### src/rtl/ubfc_pkg.sv
// ----------------------------------------------------------------------------
// ubfc_pkg
// Word types, operation codes and error codes for the buffered UART FIFO
// controller.
// ----------------------------------------------------------------------------
package ubfc_pkg;

    localparam logic [2:0] OP_SEND   = 3'd0;
    localparam logic [2:0] OP_RECV   = 3'd1;
    localparam logic [2:0] OP_TXDONE = 3'd2;
    localparam logic [2:0] OP_RXBYTE = 3'd3;
    localparam logic [2:0] OP_RXERR  = 3'd4;

    localparam logic [2:0] ERR_NONE    = 3'd0;
    localparam logic [2:0] ERR_FRAMING = 3'd1;
    localparam logic [2:0] ERR_PARITY  = 3'd2;
    localparam logic [2:0] ERR_OVERRUN = 3'd3;
    localparam logic [2:0] ERR_UNKNOWN = 3'd4;

    typedef struct packed {
        logic [2:0] operation;
        logic [7:0] data_in;
        logic [2:0] error_flags;
    } in_t;

    typedef struct packed {
        logic        accepted;
        logic [7:0]  read_data;
        logic        tx_start;
        logic [7:0]  tx_byte;
        logic        tx_idle;
        logic        rx_dropped;
        logic [2:0]  last_error;
        logic [15:0] error_total;
    } out_t;

endpackage

### src/rtl/uart_buffered_fifo_controller.sv
// ----------------------------------------------------------------------------
// uart_buffered_fifo_controller
// Transmit and receive ring FIFOs for an interrupt-driven UART, with receive
// error classification and a wrapping error count.
// ----------------------------------------------------------------------------
// Channel   Ports                        Word
// input     s_valid s_ready s_data       ubfc_pkg::in_t  (operation event)
// result    m_valid m_ready m_data       ubfc_pkg::out_t (one per event)
//
// Pointers, flags and the FIFO write update for each word at the accepting
// edge, and the FIFO read port registers the popped byte at that same edge
// into the result stage. One word per cycle is sustained unless stalled.
// s_ready is high when the result stage is empty or is taken in that cycle.
// Reset empties both rings, marks the transmitter idle and clears the error
// state; ring contents are not cleared.
// ----------------------------------------------------------------------------
module uart_buffered_fifo_controller
    import ubfc_pkg::*;
#(
    parameter int RX_DEPTH = 128,
    parameter int TX_DEPTH = 128
) (
    input  logic aclk,
    input  logic aresetn,
    input  logic s_valid,
    output logic s_ready,
    input  in_t  s_data,
    output logic m_valid,
    input  logic m_ready,
    output out_t m_data
);

    localparam int RX_PW = $clog2(RX_DEPTH);
    localparam int TX_PW = $clog2(TX_DEPTH);
    localparam logic [RX_PW-1:0] RX_LAST = RX_PW'(RX_DEPTH - 1);
    localparam logic [TX_PW-1:0] TX_LAST = TX_PW'(TX_DEPTH - 1);

    logic [7:0] rx_mem [RX_DEPTH];
    logic [7:0] tx_mem [TX_DEPTH];
    logic [7:0] rx_rdata_reg;
    logic [7:0] tx_rdata_reg;

    logic [RX_PW-1:0] rx_wp_reg, rx_wp_next, rx_rp_reg, rx_rp_next;
    logic [TX_PW-1:0] tx_wp_reg, tx_wp_next, tx_rp_reg, tx_rp_next;
    logic [RX_PW-1:0] rx_wp_inc, rx_rp_inc;
    logic [TX_PW-1:0] tx_wp_inc, tx_rp_inc;
    logic             tx_idle_reg, tx_idle_next;
    logic [2:0]       err_code_reg, err_code_next;
    logic [15:0]      err_cnt_reg, err_cnt_next;

    logic       m_valid_reg;
    logic       accepted_reg, accepted_next;
    logic       rx_pop_reg, rx_pop_next;
    logic       tx_pop_reg, tx_pop_next;
    logic       tx_start_reg, tx_start_next;
    logic       rx_drop_reg, rx_drop_next;
    logic [7:0] tx_direct_reg, tx_direct_next;

    logic accept;
    logic rx_push, tx_push;

    assign s_ready = !m_valid_reg || m_ready;
    assign accept  = s_valid && s_ready;

    assign rx_wp_inc = (rx_wp_reg == RX_LAST) ? '0 : rx_wp_reg + 1'b1;
    assign rx_rp_inc = (rx_rp_reg == RX_LAST) ? '0 : rx_rp_reg + 1'b1;
    assign tx_wp_inc = (tx_wp_reg == TX_LAST) ? '0 : tx_wp_reg + 1'b1;
    assign tx_rp_inc = (tx_rp_reg == TX_LAST) ? '0 : tx_rp_reg + 1'b1;

    always_comb begin
        rx_wp_next     = rx_wp_reg;
        rx_rp_next     = rx_rp_reg;
        tx_wp_next     = tx_wp_reg;
        tx_rp_next     = tx_rp_reg;
        tx_idle_next   = tx_idle_reg;
        err_code_next  = err_code_reg;
        err_cnt_next   = err_cnt_reg;
        accepted_next  = 1'b0;
        rx_pop_next    = 1'b0;
        tx_pop_next    = 1'b0;
        tx_start_next  = 1'b0;
        rx_drop_next   = 1'b0;
        tx_direct_next = 8'd0;
        rx_push        = 1'b0;
        tx_push        = 1'b0;
        case (s_data.operation)
            OP_SEND: begin
                if (tx_idle_reg) begin
                    // bypass the ring straight to the transmitter
                    tx_idle_next   = 1'b0;
                    tx_start_next  = 1'b1;
                    tx_direct_next = s_data.data_in;
                    accepted_next  = 1'b1;
                end else if (tx_wp_inc != tx_rp_reg) begin
                    tx_push       = 1'b1;
                    tx_wp_next    = tx_wp_inc;
                    accepted_next = 1'b1;
                end
            end
            OP_RECV: begin
                if (rx_wp_reg != rx_rp_reg) begin
                    rx_pop_next   = 1'b1;
                    rx_rp_next    = rx_rp_inc;
                    accepted_next = 1'b1;
                end
            end
            OP_TXDONE: begin
                if (tx_wp_reg != tx_rp_reg) begin
                    tx_pop_next   = 1'b1;
                    tx_start_next = 1'b1;
                    tx_rp_next    = tx_rp_inc;
                end else begin
                    tx_idle_next = 1'b1;
                end
            end
            OP_RXBYTE: begin
                if (rx_wp_inc != rx_rp_reg) begin
                    rx_push    = 1'b1;
                    rx_wp_next = rx_wp_inc;
                end else begin
                    rx_drop_next = 1'b1;
                end
            end
            OP_RXERR: begin
                if (s_data.error_flags[0]) begin
                    err_code_next = ERR_FRAMING;
                end else if (s_data.error_flags[1]) begin
                    err_code_next = ERR_PARITY;
                end else if (s_data.error_flags[2]) begin
                    err_code_next = ERR_OVERRUN;
                end else begin
                    err_code_next = ERR_UNKNOWN;
                end
                err_cnt_next = err_cnt_reg + 16'd1;
            end
            default: begin
            end
        endcase
    end

    // ring storage: write on push, register the head byte on pop
    always_ff @(posedge aclk) begin
        if (accept && rx_push) begin
            rx_mem[rx_wp_reg] <= s_data.data_in;
        end
        if (accept && rx_pop_next) begin
            rx_rdata_reg <= rx_mem[rx_rp_reg];
        end
    end

    always_ff @(posedge aclk) begin
        if (accept && tx_push) begin
            tx_mem[tx_wp_reg] <= s_data.data_in;
        end
        if (accept && tx_pop_next) begin
            tx_rdata_reg <= tx_mem[tx_rp_reg];
        end
    end

    always_ff @(posedge aclk) begin
        if (!aresetn) begin
            rx_wp_reg    <= '0;
            rx_rp_reg    <= '0;
            tx_wp_reg    <= '0;
            tx_rp_reg    <= '0;
            tx_idle_reg  <= 1'b1;
            err_code_reg <= ERR_NONE;
            err_cnt_reg  <= 16'd0;
            m_valid_reg  <= 1'b0;
        end else begin
            if (accept) begin
                rx_wp_reg    <= rx_wp_next;
                rx_rp_reg    <= rx_rp_next;
                tx_wp_reg    <= tx_wp_next;
                tx_rp_reg    <= tx_rp_next;
                tx_idle_reg  <= tx_idle_next;
                err_code_reg <= err_code_next;
                err_cnt_reg  <= err_cnt_next;
                m_valid_reg  <= 1'b1;
            end else if (m_ready) begin
                m_valid_reg <= 1'b0;
            end
        end
    end

    // result word fields; hold while the result stalls
    always_ff @(posedge aclk) begin
        if (accept) begin
            accepted_reg  <= accepted_next;
            rx_pop_reg    <= rx_pop_next;
            tx_pop_reg    <= tx_pop_next;
            tx_start_reg  <= tx_start_next;
            rx_drop_reg   <= rx_drop_next;
            tx_direct_reg <= tx_direct_next;
        end
    end

    // status fields track the state, which moves only when a new word loads
    assign m_valid              = m_valid_reg;
    assign m_data.accepted      = accepted_reg;
    assign m_data.read_data     = rx_pop_reg ? rx_rdata_reg : 8'd0;
    assign m_data.tx_start      = tx_start_reg;
    assign m_data.tx_byte       = tx_pop_reg ? tx_rdata_reg : tx_direct_reg;
    assign m_data.tx_idle       = tx_idle_reg;
    assign m_data.rx_dropped    = rx_drop_reg;
    assign m_data.last_error    = err_code_reg;
    assign m_data.error_total   = err_cnt_reg;

endmodule
### config.mk
export PLATFORM = sky130hd
export DESIGN_NAME = uart_buffered_fifo_controller
export DESIGN_NICKNAME = d
export VERILOG_FILES = /design/src/rtl/ubfc_pkg.sv /design/src/rtl/uart_buffered_fifo_controller.sv
export SDC_FILE = /design/constraint.sdc
export NUM_CORES = 2
export LEC_CHECK = 0
export BUFFER_PORTS_ARGS = -buffer_cell sky130_fd_sc_hd__buf_4
export CAP_MARGIN = 20
export CELL_PAD_IN_SITES_DETAIL_PLACEMENT = 0
export CELL_PAD_IN_SITES_GLOBAL_PLACEMENT = 2
export CORE_MARGIN = 2
export CORE_UTILIZATION = 35
export CTS_BUF_LIST = sky130_fd_sc_hd__clkbuf_8
export CTS_CLUSTER_DIAMETER = 50
export DETAILED_ROUTE_END_ITERATION = 8
export GPL_ROUTABILITY_DRIVEN = 0
export PLACE_DENSITY = 0.57
export RECOVER_POWER = 25
export SLEW_MARGIN = 5
export SYNTH_ARGS = -nofsm -noshare
export SYNTH_HDL_FRONTEND = slang
export SYNTH_SLANG_ARGS = --single-unit
### constraint.sdc
create_clock -name aclk -period 4.2 [get_ports aclk]
set_input_delay 0 -clock aclk [delete_from_list [all_inputs] [get_ports aclk]]
set_output_delay 0 -clock aclk [all_outputs]
set_load 0.01 [all_outputs]
* Yosys cells after proc, flatten, opt, wreduce, memory -nomap -nowiden
Memories as Yosys holds them, arrays and structs flattened. A register that Yosys moved wholly into a read port is not among the register bits.
Index checks and enable logic that the tools add are counted.
** Word-level totals
- Bits in registers :: 62
- Bits in latches :: 0
- RAM bits :: 2048
- ROM bits :: 0
- Input bits :: 18
- Output and inout bits :: 41
- Logic and storage cells :: 83
- Memories :: 2
** Operators by class
- Add/subtract/negate cells :: 5
- Multiply operators :: 0
- Divide/modulo/power cells :: 0
- Magnitude comparators :: 0
- Equal/unequal tests :: 13
- Shift-type cells :: 0
- Muxes and demuxes :: 31
- Bitwise gates (word level) :: 1
- Reduce and logical (&&, ||, !) cells :: 17
** Memories
- rx_mem :: depth 128, bits a word 8, read ports 1, clocked after memory_dff 1, write ports 1, line uart_buffered_fifo_controller.sv:38 : logic [7:0] rx_mem [RX_DEPTH];
- tx_mem :: depth 128, bits a word 8, read ports 1, clocked after memory_dff 1, write ports 1, line uart_buffered_fifo_controller.sv:39 : logic [7:0] tx_mem [TX_DEPTH];
** Operator list (count)
- 7-bit by 1-bit adder with 7-bit output, second input constant :: 4
- 7-bit equality test, second input constant :: 4
- 7-bit two-way mux :: 4
- 7-bit inequality test :: 4
- 1-bit two-way mux :: 19
- 16-bit by 1-bit adder with 16-bit output, second input constant :: 1
- 8-bit two-way mux :: 2
- 3-bit AND reduction :: 4
- 3-bit two-way mux :: 3
- 3-bit by 2-bit equality test with 1-bit output, second input constant :: 2
- 1-bit one-hot mux with 2 select lines :: 3
- 1-bit logical AND :: 5
- 2-bit AND reduction :: 2
- 4-bit AND reduction :: 1
- 2-bit nonzero test :: 2
- 3-bit by 1-bit equality test with 1-bit output, second input constant :: 1
- 3-bit equality test, second input constant :: 1
- 3-bit logical NOT :: 1
- 2-bit inequality test, second input constant :: 1
- 1-bit logical NOT :: 1
- 1-bit logical OR :: 1
- 1-bit inverter :: 1

* Logic depth before layout (Yosys ltp)
- Word-level depth :: 9
- Gate-level depth with buffers :: 11
- Depth with buffers taken out :: 8

* Least setup slack after synthesis
OpenSTA, ideal clock, no wires.
- Path type :: register to register
- Start point :: register tx_wp_reg[0]
- End point :: memory tx_mem[120][0] (enable)
- Setup time :: 0.395 ns
- Arrival time :: 2.797 ns
- Required time :: 3.805 ns
- Path slack :: 1.009 ns
- Stages on the path, launching flop included :: 10
- Path buffers :: 2
- Clock period less this slack :: 3.191 ns
- Path through :: dfxtp_1 > ha_1 > nand4_1 > or2_1 > clkbuf_1 > a311oi_2 > a311oi_2 > o21ai_4 > buf_2 > nor4_1
** On the way
- Cells in the longest elaborated chain, start to end :: 9
- Elaborated cells on any way between the ends :: 10
- Classes of those cells :: add/sub: 1; eq/ne: 2; mux: 6; reduce/logical: 1
** Ends and longest elaborated chain
- start: declaration :: line uart_buffered_fifo_controller.sv:44 : logic [TX_PW-1:0] tx_wp_reg, tx_wp_next, tx_rp_reg, tx_rp_next;
- start signal: assignment :: line uart_buffered_fifo_controller.sv:174 : tx_wp_reg <= tx_wp_next;
- 7-bit by 1-bit adder with 7-bit output or 7-bit equality test (tied branches) :: line uart_buffered_fifo_controller.sv:67 : assign tx_wp_inc = (tx_wp_reg == TX_LAST) ? '0 : tx_wp_reg + 1'b1;
- 7-bit two-way mux :: line uart_buffered_fifo_controller.sv:67
- 7-bit inequality test :: line uart_buffered_fifo_controller.sv:94 : end else if (tx_wp_inc != tx_rp_reg) begin
- 1-bit two-way mux :: line uart_buffered_fifo_controller.sv:94
- 1-bit two-way mux :: line uart_buffered_fifo_controller.sv:88 : if (tx_idle_reg) begin
- 1-bit two-way mux :: line uart_buffered_fifo_controller.sv:86 : case (s_data.operation)
- 1-bit logical AND :: line uart_buffered_fifo_controller.sv:152 : if (accept && tx_push) begin
- 1-bit two-way mux :: line uart_buffered_fifo_controller.sv:152
- 1-bit two-way mux (not written as such) :: line uart_buffered_fifo_controller.sv:153 : tx_mem[tx_wp_reg] <= s_data.data_in;
- end: declaration :: line uart_buffered_fifo_controller.sv:39
Several ways; a longest one is shown, not always the timed one.

* Final worst setup path
- Start point :: register tx_wp_reg[0]
- End point :: memory tx_mem[6][0] (enable)
The elaborated chain is that of the path after synthesis.

==> metrics.csv <==
metric,value,unit
drt_iter0_drc,4026,
maxCapViolCount,12,
routedWlPerCell,28.9,um
syn-cell-area,84100,sq um
ant_nets,0,
worst_slew_pin_slew,4170,ps
synth_top_family_by_area,multiplexers,
end_kind,flop,
start_util,35.3,%
failed_checks,"capacitance limit, slew limit",
finalWorstSetupSlack,194,ps
wirelength,230000,um
syn_inst,3983,
nets,4529,
whs,213,ps
finalPower,41.5,mW
antenna_found_initial,11,
synthArstFlopShare,0,%
synth_compound_area_share,2.25,%
die-area,244000,sq um
final.setup_skew,55.2,ps
cts_made_buffers,374,
startpoint_type,flop,
final_cells,7952,
syn2layout_area_growth,15.8,%
p_leak,29.9,nW
synth_edf_count,2077,
cp.arrival,4650,ps
placed_cells,7251,
dpl_worst_slack,290,ps
finalMaxSlewViolations,854,
numPortBuffers,58,
worstSkewPairLatency,1050,ps
grt_max_degree,113,
crit_fanout,13,
synth-seq-area-share,75.3,%
post_cts_resized,0,
crit_required,4850,ps
seq_area,63400,sq um
status,finished with violations,
synth.top_cells.by_area,"edfxtp_1 74%, mux4_2 15%, dfxtp_1 1.2%, nor2_1 1.1%, mux2i_1 1.0%",
overflow,0,
grt_pass1_vias,43601,
ir_drop,0.000350,V
max_slew_margin,-178,%
ys_ff_latch,2126,
finalHoldViolations,0,
cts_root_buf,clkbuf_8,
fmax,250,MHz
nFillCells,21184,
synth_mux_area_share,16.7,%
design_area,97400,sq um
grt_pass1_wl,327000,um
htreeDepth,5,
setup_viol,0,
ys_types,76,
clockBufferDepth,4,
holdCritPathClass,input port to flop,
syn-mean-instance-area,21.1,sq um
yosysWarnings,0,
via_per_inst,5.31,
critPathKind,flop to flop,
rsz0062_at_grt,false,
track_usage,18.7,%
post_cts_buffers,0,
dp_hpwl,139000,um
cts_tree,yes,
multi_input_area,19700,sq um
rows,179,
synth_xor_area_share,0.396,%
yosys.area.top_type,edfxtp_1,
synthAdderAreaFrac,0.0744,%
yosysTopAreaCellShare,74.1,%
clk_pin_slew_worst_paths,70,ps
synth_ff_type,edfxtp_1,
yosys.area_share.simple,3.54,%
drc,0,
placed_cell_area,90400,sq um
final_util,40.8,%
io_pins,59,
die_w,494,um
syn-num-nets,4006,
synth_common_cells,"2077 x edfxtp_1, 577 x mux4_2, 238 x nor2_1",
coreArea,239000,sq um
clock_sinks,2126,
pwr_density_cell,426,nW/um^2
drtPass1Iterations,6,
layout-drive-gt1-share,31.7,%
die_y,494,um
vias,42211,
post-route-period-util,95.4,%
synth.most_common_cell,edfxtp_1,
fin_crit,4010,ps
fin_tns_setup,0,ps
critical path, stage by stage (launching register included):
cell       delay (ps)
dfxtp_1           620
ha_1              390
nand4_1           200
or2_1             360
and4b_1           240
o211ai_2          410
buf_4             280
o2111ai_2         190
buf_12            290
nor2_1            600
routing by layer:
layer | part of all wire, % | wire length [um] | up-vias | global-route usage [%]
li1 | - | - | 17758 | -
met1 | 46 | 106000 | 22707 | 27.9
met2 | 45 | 105000 | 1407 | 28.1
met3 | 6.3 | 14500 | 335 | 3.88
met4 | 2.0 | 4530 | 4 | 4.55
met5 | 0.010 | 23 | - | 0
area by class of cell:
cell class              count  share of cell area (%)
flip-flops and latches   2126                    65.1
multi-input cells        1582                    20.2
clock buffers             381                    5.38
well taps                3167                    4.07
repair buffers            399                    3.61
clock inverters           269                    1.52
inverters                  23                  0.0899
diodes                      5                  0.0128
where the power goes:
group / internal (mW) / total, mW / switching [mW]
combinational: 0.108 / 0.599 / 0.490
clock: 9.26 / 17.6 / 8.33
sequential: 23.3 / 23.3 / 0.00767
layout by cell type (no fill, tap or decap), types with 15 or more instances in the layout:
master	count
nor2b_1	42
inv_1	131
xnor2_1	26
nand3_1	34
nor3_1	19
nor4_2	60
a211oi_1	46
nand2_1	101
nor4_1	16
mux2i_1	85
clkinv_2	46
o21ai_0	20
mux4_2	577
a22oi_1	16
mux2_2	19
edfxtp_1	2077
clkinv_1	89
a21oi_1	50
clkbuf_8	381
and2_1	15
and3_1	15
nor2_1	237
dlygate4sd3_1	40
buf_4	298
dfxtp_1	39
buf_12	34
worst paths after layout:
check                       from             end  slack (ps)  cells past startpoint
setup reg to reg    tx_wp_reg[0]    tx_mem[6][0]         190                      9
hold / removal        s_data[12]    tx_start_reg         210                      4
hold reg to reg   err_cnt_reg[8]  err_cnt_reg[8]         520                      2
setup / recovery    tx_wp_reg[0]    tx_mem[6][0]         190                      9
repair_timing:
item	4_1_cts	5_1_grt
setup endpoints to repair	0	0
hold buffers	44	0
hold endpoints to repair	2128	0
kinds of logic (layout without fill, tap and decap cells):
family | Yosys count | in the layout
DFF | 2126 | 2126
muxes | 681 | 681
and+or+nand+nor | 614 | 614
buffers and inverters | 275 | 1072
AOI/OAI and AO/OA | 244 | 244
xor gates and xnor gates | 38 | 38
adders and majority gates | 5 | 5
other | 0 | 5
Power figures use the tool's default switching activity.
